--- src/rtl/core/chw_pkg.sv ---
// shared constants, types and control structs of the conflict-history weight block
// no dependencies; used by every file under rtl/core
package chw_pkg;

    localparam int NUM_CONSTRAINTS = 1024;
    localparam int FRAC_BITS       = 24;

    localparam int IDX_W   = 10;
    localparam int ADDR_W  = (NUM_CONSTRAINTS > 1) ? $clog2(NUM_CONSTRAINTS) : 1;
    localparam int W_W     = FRAC_BITS + 1;
    localparam int CFG_W   = 25;
    localparam int DEC_W   = 16;
    localparam int CNT_W   = 32;
    localparam int CON_W   = 26;
    localparam int DVR_W   = CNT_W + 1;
    localparam int REM_W   = CNT_W + 2;
    localparam int DCNT_W  = $clog2(FRAC_BITS + 1);
    localparam int CIDX_W  = 2;

    typedef logic [ADDR_W-1:0] t_addr;
    typedef logic [W_W-1:0]    t_frac;

    localparam t_frac FX_ONE = t_frac'(1) << FRAC_BITS;

    // configuration register indexes
    typedef enum logic [CIDX_W-1:0] {
        CFG_ALPHA_INITIAL = 2'd0,
        CFG_ALPHA_MINIMUM = 2'd1,
        CFG_ALPHA_DECAY   = 2'd2,
        CFG_SCORE_OFFSET  = 2'd3
    } t_cfg_idx;

    localparam logic [CFG_W-1:0] ALPHA_INITIAL_RST = 25'd6710886;
    localparam logic [CFG_W-1:0] ALPHA_MINIMUM_RST = 25'd1006633;
    localparam logic [DEC_W-1:0] ALPHA_DECAY_RST   = 16'd17;
    localparam logic [CFG_W-1:0] SCORE_OFFSET_RST  = 25'd1678;

    localparam logic OP_CONFLICT = 1'b0;
    localparam logic OP_QUERY    = 1'b1;

    typedef struct packed {
        logic clr_wr;
        logic capture;
        logic div_init;
        logic div_step;
        logic mul_r;
        logic mul_w;
        logic update;
        logic load_out;
    } t_cmd;

    typedef struct packed {
        logic clr_done;
        logic div_last;
        logic is_query;
        logic in_range;
    } t_stat;

    function automatic t_frac clamp_one(input logic [CFG_W-1:0] v);
        t_frac res;
        res = (W_W'(v) > FX_ONE) ? FX_ONE : W_W'(v);
        return res;
    endfunction

endpackage

--- src/rtl/core/chw_ctrl.sv ---
// sequencer of the weight update: clear pass, load, divide, multiply, write back
// depends on chw_pkg
module chw_ctrl (
    input  logic          i_clk,
    input  logic          i_rst_n,
    input  logic          i_in_valid,
    output logic          o_in_ready,
    input  logic          i_out_ready,
    output logic          o_out_valid,
    input  chw_pkg::t_stat i_stat,
    output chw_pkg::t_cmd  o_cmd
);

    typedef enum logic [7:0] {
        S_CLEAR  = 8'b0000_0001,
        S_IDLE   = 8'b0000_0010,
        S_LOAD   = 8'b0000_0100,
        S_DIV    = 8'b0000_1000,
        S_MUL1   = 8'b0001_0000,
        S_MUL2   = 8'b0010_0000,
        S_UPDATE = 8'b0100_0000,
        S_FINISH = 8'b1000_0000
    } t_state;

    t_state r_state, n_state;
    logic   r_out_valid, n_out_valid;
    logic   out_free;

    assign out_free    = !r_out_valid || i_out_ready;
    assign o_out_valid = r_out_valid;
    assign o_in_ready  = (r_state == S_IDLE);

    always_comb begin
        n_state     = r_state;
        n_out_valid = r_out_valid && !i_out_ready;
        o_cmd       = '0;
        unique case (r_state)
            S_CLEAR: begin
                o_cmd.clr_wr = 1'b1;
                if (i_stat.clr_done) n_state = S_IDLE;
            end
            S_IDLE: begin
                if (i_in_valid) begin
                    o_cmd.capture = 1'b1;
                    n_state       = S_LOAD;
                end
            end
            S_LOAD: begin
                if (i_stat.is_query || !i_stat.in_range) begin
                    n_state = S_FINISH;
                end else begin
                    o_cmd.div_init = 1'b1;
                    n_state        = S_DIV;
                end
            end
            S_DIV: begin
                o_cmd.div_step = 1'b1;
                if (i_stat.div_last) n_state = S_MUL1;
            end
            S_MUL1: begin
                o_cmd.mul_r = 1'b1;
                n_state     = S_MUL2;
            end
            S_MUL2: begin
                o_cmd.mul_w = 1'b1;
                n_state     = S_UPDATE;
            end
            S_UPDATE: begin
                o_cmd.update = 1'b1;
                n_state      = S_FINISH;
            end
            S_FINISH: begin
                if (out_free) begin
                    o_cmd.load_out = 1'b1;
                    n_out_valid    = 1'b1;
                    n_state        = S_IDLE;
                end
            end
            default: n_state = S_CLEAR;
        endcase
    end

    always_ff @(posedge i_clk) begin
        if (!i_rst_n) begin
            r_state     <= S_CLEAR;
            r_out_valid <= 1'b0;
        end else begin
            r_state     <= n_state;
            r_out_valid <= n_out_valid;
        end
    end

endmodule

--- config.mk ---
export PLATFORM = sky130hd
export DESIGN_NAME = chw_ctrl
export DESIGN_NICKNAME = d
export VERILOG_FILES = /design/src/rtl/core/chw_pkg.sv /design/src/rtl/core/chw_ctrl.sv
export SDC_FILE = /design/constraint.sdc
export NUM_CORES = 1
export LEC_CHECK = 0
export ABC_AREA = 0
export BUFFER_PORTS_ARGS = -buffer_cell sky130_fd_sc_hd__buf_2
export CORE_MARGIN = 4
export CORE_UTILIZATION = 40
export DETAILED_ROUTE_END_ITERATION = 6
export PLACE_DENSITY_LB_ADDON = 0.3
export SLEW_MARGIN = 20
export SYNTH_ARGS = -nofsm -noshare
export SYNTH_HDL_FRONTEND = slang
export SYNTH_SLANG_ARGS = --single-unit
--- constraint.sdc ---
create_clock -name i_clk -period 1.58 [get_ports i_clk]
set_input_delay 0.158 -clock i_clk [delete_from_list [all_inputs] [get_ports i_clk]]
set_output_delay 0.158 -clock i_clk [all_outputs]
set_load 0.01 [all_outputs]
==> out/results.tsv, run 1 <==
metric	value	unit
remaining_drc_errors	0	
required	1420	ps
ys_types	26	
cts_hold_buf	0	
initial_core_util	0.423	
tns	-657	ps
num_rows	13	
layout.nets	107	
h-tree-depth	1	
cp_max_fo	4	
status	finished, violations left	
fin_skew	1.79	ps
violations	negative setup slack	
detail-route-antenna-nets	0	
cts_tree	yes	
gp_congestion	0.825	
synth_simple_gate_area_share	0.463	
startpoint_type	flip-flop	
fp.dieW	44.8	um
multi_input_area	415	sq um
rrSetupSlack	-110	ps
register_area	191	sq um
crit_path_end_kind	primary output	
clockRootBuffer	clkbuf_4	
synth.area.top_cells	dfxtp_1 (33%), nor4_4 (7.8%), nor3b_1 (5.5%)	
fin_crit	1760	ps
finalMaxSlewViolations	0	
synth-adder-area-share	0	
leakage	0.418	nW
seq_area_frac_synth	0.332	
timing.slew.headroom	0.795	
portBuffers	17	
wirelength	1.82	mm
n_fill_cell	89	
synth.ff_latch_count	9	
synthXorXnorAreaFrac	0.0323	
num_vias	635	
synth_top_area_share	0.332	
postSynthAreaPerCell	9.70	sq um
dp_hpwl	1.02	mm
worst_hold_slack	171	ps
ir_drop	670	uV
setup_viol	11	
dieArea	2010	sq um
clockBufferDepth	2	
wl_per_cell	16.1	um
hold_viol_final	0	
cellPowerDensity	966	nW/um^2
synth_compound_area_frac	0.159	
clock-sinks	9	
synthTopCellsByCount	dfxtp_1 (9), nor2_1 (7), nor2b_1 (4), nor3b_1 (4), nand3_1 (3)	
synth_top_area_cell	dfxtp_1	
worstMarginPinSlew	306	ps
arrival	1600	ps
synth.most_common_cell	dfxtp_1	
cts_buffers	3	
netlist_area	543	sq um
core	1280	sq um
diodes	0	
setup_slack	-178	ps
cap_violations	0	
grt_pass1_vias	570	
dr.pass1.iters	4	
synth-async-reset-ratio	0	
finalCritPeriodShare	1.11	
antenna_found_initial	0	
ys_warn_count	0	
die_height	44.8	um
grt_pass1_wl	2.60	mm
io_pins	18	
synth_edf_count	0	
drive_above_1_share	0.592	
synth_top_family_by_area	simple AND/OR/NAND/NOR gates	
ys.flop_type	dfxtp_1	
grt_max_degree	9	
synthMuxAreaShare	0	
clkTransAtPathRegs	60	ps
fmax	569	MHz
path_class	flip-flop to primary output	
vias_per_cell	5.62	
synthCells	56	
clk_latency	270	ps
synth_nets	64	
drt_iter0_markers	16	
rsz0062_at_grt	true	
grt-ovfl-total	0	
syn2layout_area_growth	71.7	%
hold_path_class	input pin to flip-flop	
grt_usage	0.180	
==> cells in the final DEF (no fill, tap or decap), types with 2 or more instances in the layout <==
cell type and instances:
nor2_1 6, nor2b_1 4, and3_1 2, dfxtp_1 6
o21a_1 2, buf_4 18, buf_6 6, nor3b_1 2
buf_2 14, clkbuf_4 3, and4b_2 2, nor3b_2 3
nor4_4 2, nand4b_1 2, dfxtp_4 3, nand2b_1 2
==> stage by stage <==
step / cell area, sq um / setup WS (ps) / instances / power [mW] / util
2_1_floorplan: 543 / 106 / 56 / 0.461 / -
3_3_place_gp: 692 / 65.9 / 94 / 0.571 / 0.538
3_5_place_dp: 692 / 56.3 / 94 / 0.568 / 0.538
4_1_cts: 833 / -76.3 / 106 / 0.818 / 0.648
5_1_grt: 932 / -243 / 113 / 0.949 / 0.725
6_report: 932 / -178 / 113 / 0.900 / 0.725
==> registers in the layout, summed over array words and instances, names as in the netlist <==
| signal | cells |
|---|---|
| o_out_valid | 1 |
| r_state | 8 |
==> worst paths after layout <==
path | from | end | cells past startpoint
hold reg to reg | r_state[5]$_SDFFE_PN0P_ | r_state[6]$_SDFFE_PN0P_ | 2
setup reg to reg | r_state[6]$_SDFFE_PN0P_ | r_state[1]$_SDFFE_PN0P_ | 7
setup / recovery | r_state[6]$_SDFFE_PN0P_ | o_cmd[7] | 5
hold / removal | i_rst_n | r_state[0]$_SDFFE_PN1P_ | 2
==> metal layers <==
metal	GRT usage	up-vias	wire [um]
li1	-	303	-
met1	0.197	307	794
met2	0.309	23	923
met3	0.0757	2	93
met4	0.0643	0	7
met5	0	-	0
==> worst max-delay path, cell delays in order (launching register included) <==
cell and delay (ps):
dfxtp_4 360, nor4_4 300, buf_4 170, buf_4 110, and4b_2 270, buf_6 110
==> power by group <==
part / total, mW / internal (mW) / switching (mW)
registers: 0.269 / 0.244 / 0.0250
logic: 0.446 / 0.232 / 0.214
clock network: 0.185 / 0.0978 / 0.0877
total: 0.900 / 0.573 / 0.327
==> layout make-up <==
cell class / instances / area share
Multi-Input combinational cell: 45 / 0.446
Timing Repair Buffer: 38 / 0.293
Sequential cell: 9 / 0.205
Clock buffer: 4 / 0.0282
Tap cell: 15 / 0.0201
Inverter: 2 / 0.00805
==> repair_timing <==
item                                   in CTS  in global routing
endpoints found under the hold margin       0                  0
gates resized for setup                    17                  8
pin swaps                                   8                 11
setup endpoints to repair                   9                 15
buffers inserted                            8                 10
gates cloned                                0                  0
==> cell families (layout without fill, tap and decap cells) <==
kind of cell,after synthesis,count (layout)
and+or+nand+nor,32,32
buffers and inverters,2,44
xor gates and xnor gates,2,2
DFF,9,9
AOI/OAI and AO/OA,11,11
Power figures use the tool's default switching activity.
==> run 2: changes to the inputs <==
- BUFFER_PORTS_ARGS: -buffer_cell sky130_fd_sc_hd__buf_2 -> unset
- CORE_UTILIZATION: 40 -> 28
- DONT_BUFFER_PORTS: unset -> 1
==> out/results.tsv, run 2 (synthesis gave the netlist of run 1 again) <==
metric	value	unit	change
vias_per_cell	5.35		-4.8%
violations	negative setup slack		
remaining_drc_errors	0		unchanged
p_comb_frac	0.473		-0.022
setup_viol	6		-5
fmax	593	MHz	+4.3%
num_rows	15		+2
mostFrequentLayoutCells	buf_4 (14), dfxtp_2 (5), nor2b_1 (4)		
num_vias	551		-13%
p_sw	0.307	mW	-6.1%
h-tree-depth	1		unchanged
grt_pass1_vias	539		-5.4%
grt_max_degree	9		unchanged
top_register	r_state		
layout.nets	87		-19%
timing.slew.headroom	0.764		-0.0318
grt-ovfl-total	0		unchanged
ir_drop	530	uV	-21%
crit_path_end_kind	primary output		
intPower	0.556	mW	-3.1%
clkPwrFrac	0.205		about the same
finalCritPeriodShare	1.07		-0.0456
swShare	0.356		-0.00716
startpoint_type	flip-flop		
initial_core_util	0.305		-0.118
largest_reg_flops	8		unchanged
dp_hpwl	1.06	mm	+3.2%
portBuffers	0		-17
leakage	0.320	nW	-23%
fin_crit	1690	ps	-72.0 ps
hold_path_class	input pin to flip-flop		
status	finished, violations left		
clk_latency	260	ps	about the same
drive_above_1_share	0.603		+0.0107
hold_viol_final	0		unchanged
finalMaxSlewViolations	0		unchanged
tns	-296	ps	+360 ps
wl_per_cell	15.6	um	-3.3%
layout_commonest_cell	buf_4		
clockBufferDepth	2		unchanged
fin_util	0.481		-0.245
worstMarginPinSlew	353	ps	+46.7 ps
rsz0062_at_grt	true		
worst_hold_slack	14.3	ps	-156 ps
grt_pass1_wl	2.32	mm	-11%
fp.dieW	52.0	um	+16%
antenna_found_initial	0		unchanged
io_pins	18		unchanged
cts_tree	yes		
detail-route-antenna-nets	0		unchanged
final_area	857	sq um	-8.1%
syn2layout_area_growth	57.8	%	
total_power	0.863	mW	-4.2%
n_fill_cell	178		+100%
clock-sinks	9		unchanged
arrival	1530	ps	-70 ps
cap_violations	0		unchanged
cts_buffers	3		unchanged
cellPowerDensity	1010	nW/um^2	+4.2%
setup_slack	-106	ps	+72.0 ps
gp_congestion	0.758		-8.2%
dieArea	2710	sq um	+35%
path_class	flip-flop to primary output		
diodes	0		unchanged
clkTransAtPathRegs	60	ps	about the same
postPlaceCellArea	634	sq um	-8.3%
wirelength	1.60	mm	-12%
grt_usage	0.124		-0.0556
clockRootBuffer	clkbuf_4		
drt_iter0_markers	17		+1
die_height	52.0	um	+16%
fin_skew	1.46	ps	-0.334 ps
cp_max_fo	4		unchanged
dr.pass1.iters	4		unchanged
core	1780	sq um	+39%
required	1420	ps	about the same
power_frac_seq	0.322		+0.023
[run 2: cell count changes in the layout (fill, tap and decap cells not counted), sizes merged]
cell,delta
buf,-21
dlygate4sd3,+1
[run 2: routing by layer]
layer,part of all wire,vias up,global-route usage
met1,0.37,260,0.123
met5,0,-,0
met3,0.12,5,0.0716
met2,0.49,26,0.203
met4,0.018,0,0.0655
li1,-,260,-
[run 2: final timing paths]
check                           from                      end  slack, ps  depth (start not counted)
min                          i_rst_n  r_state[3]$_SDFFE_PN0P_         10                          1
min reg2reg  r_state[5]$_SDFFE_PN0P_  r_state[5]$_SDFFE_PN0P_        680                          2
max          r_state[4]$_SDFFE_PN0P_                 o_cmd[5]       -110                          3
max reg2reg  r_state[4]$_SDFFE_PN0P_  r_state[1]$_SDFFE_PN0P_        -50                          5
[run 2: power groups by stage]
stage / Clock, mW / Sequential, mW / Combinational [mW]
5_1_grt: 0.196 / 0.281 / 0.436
2_1_floorplan: 0 / 0.287 / 0.174
4_1_cts: 0.186 / 0.273 / 0.322
6_report: 0.177 / 0.278 / 0.408
3_5_place_dp: 0 / 0.278 / 0.278
3_3_place_gp: 0 / 0.279 / 0.276
[run 2: through the flow]
step,worst slack [ps],std cells
finish,-106,103
global route,-186,103
CTS,-90.8,99
detailed placement,34.8,89
global placement,49.7,89
floorplan,106,56
[run 2: final cells by class]
class | instances | area, sq um | share of cell area
clock buffers | 4 | 26.3 | 0.0307
inverters | 2 | 10.0 | 0.0117
multi-input cells | 45 | 450 | 0.526
flip-flops and latches | 9 | 190 | 0.222
well taps | 25 | 31.3 | 0.0365
repair buffers | 18 | 149 | 0.174
[run 2: critical path, cell delays in order (launching register included)]
cell	delay, ps
dfxtp_4	360
nor4_4	370
nand4b_1	240
nor3b_4	290
[run 2: timing repair]
action                                  in CTS  in global routing
endpoints found under the setup margin       8                 16
hold buffers                                 1                  0
buffers inserted                             5                  5
resized for setup                           18                 16
hold endpoints to repair                     2                  0
pin swaps                                    6                 11
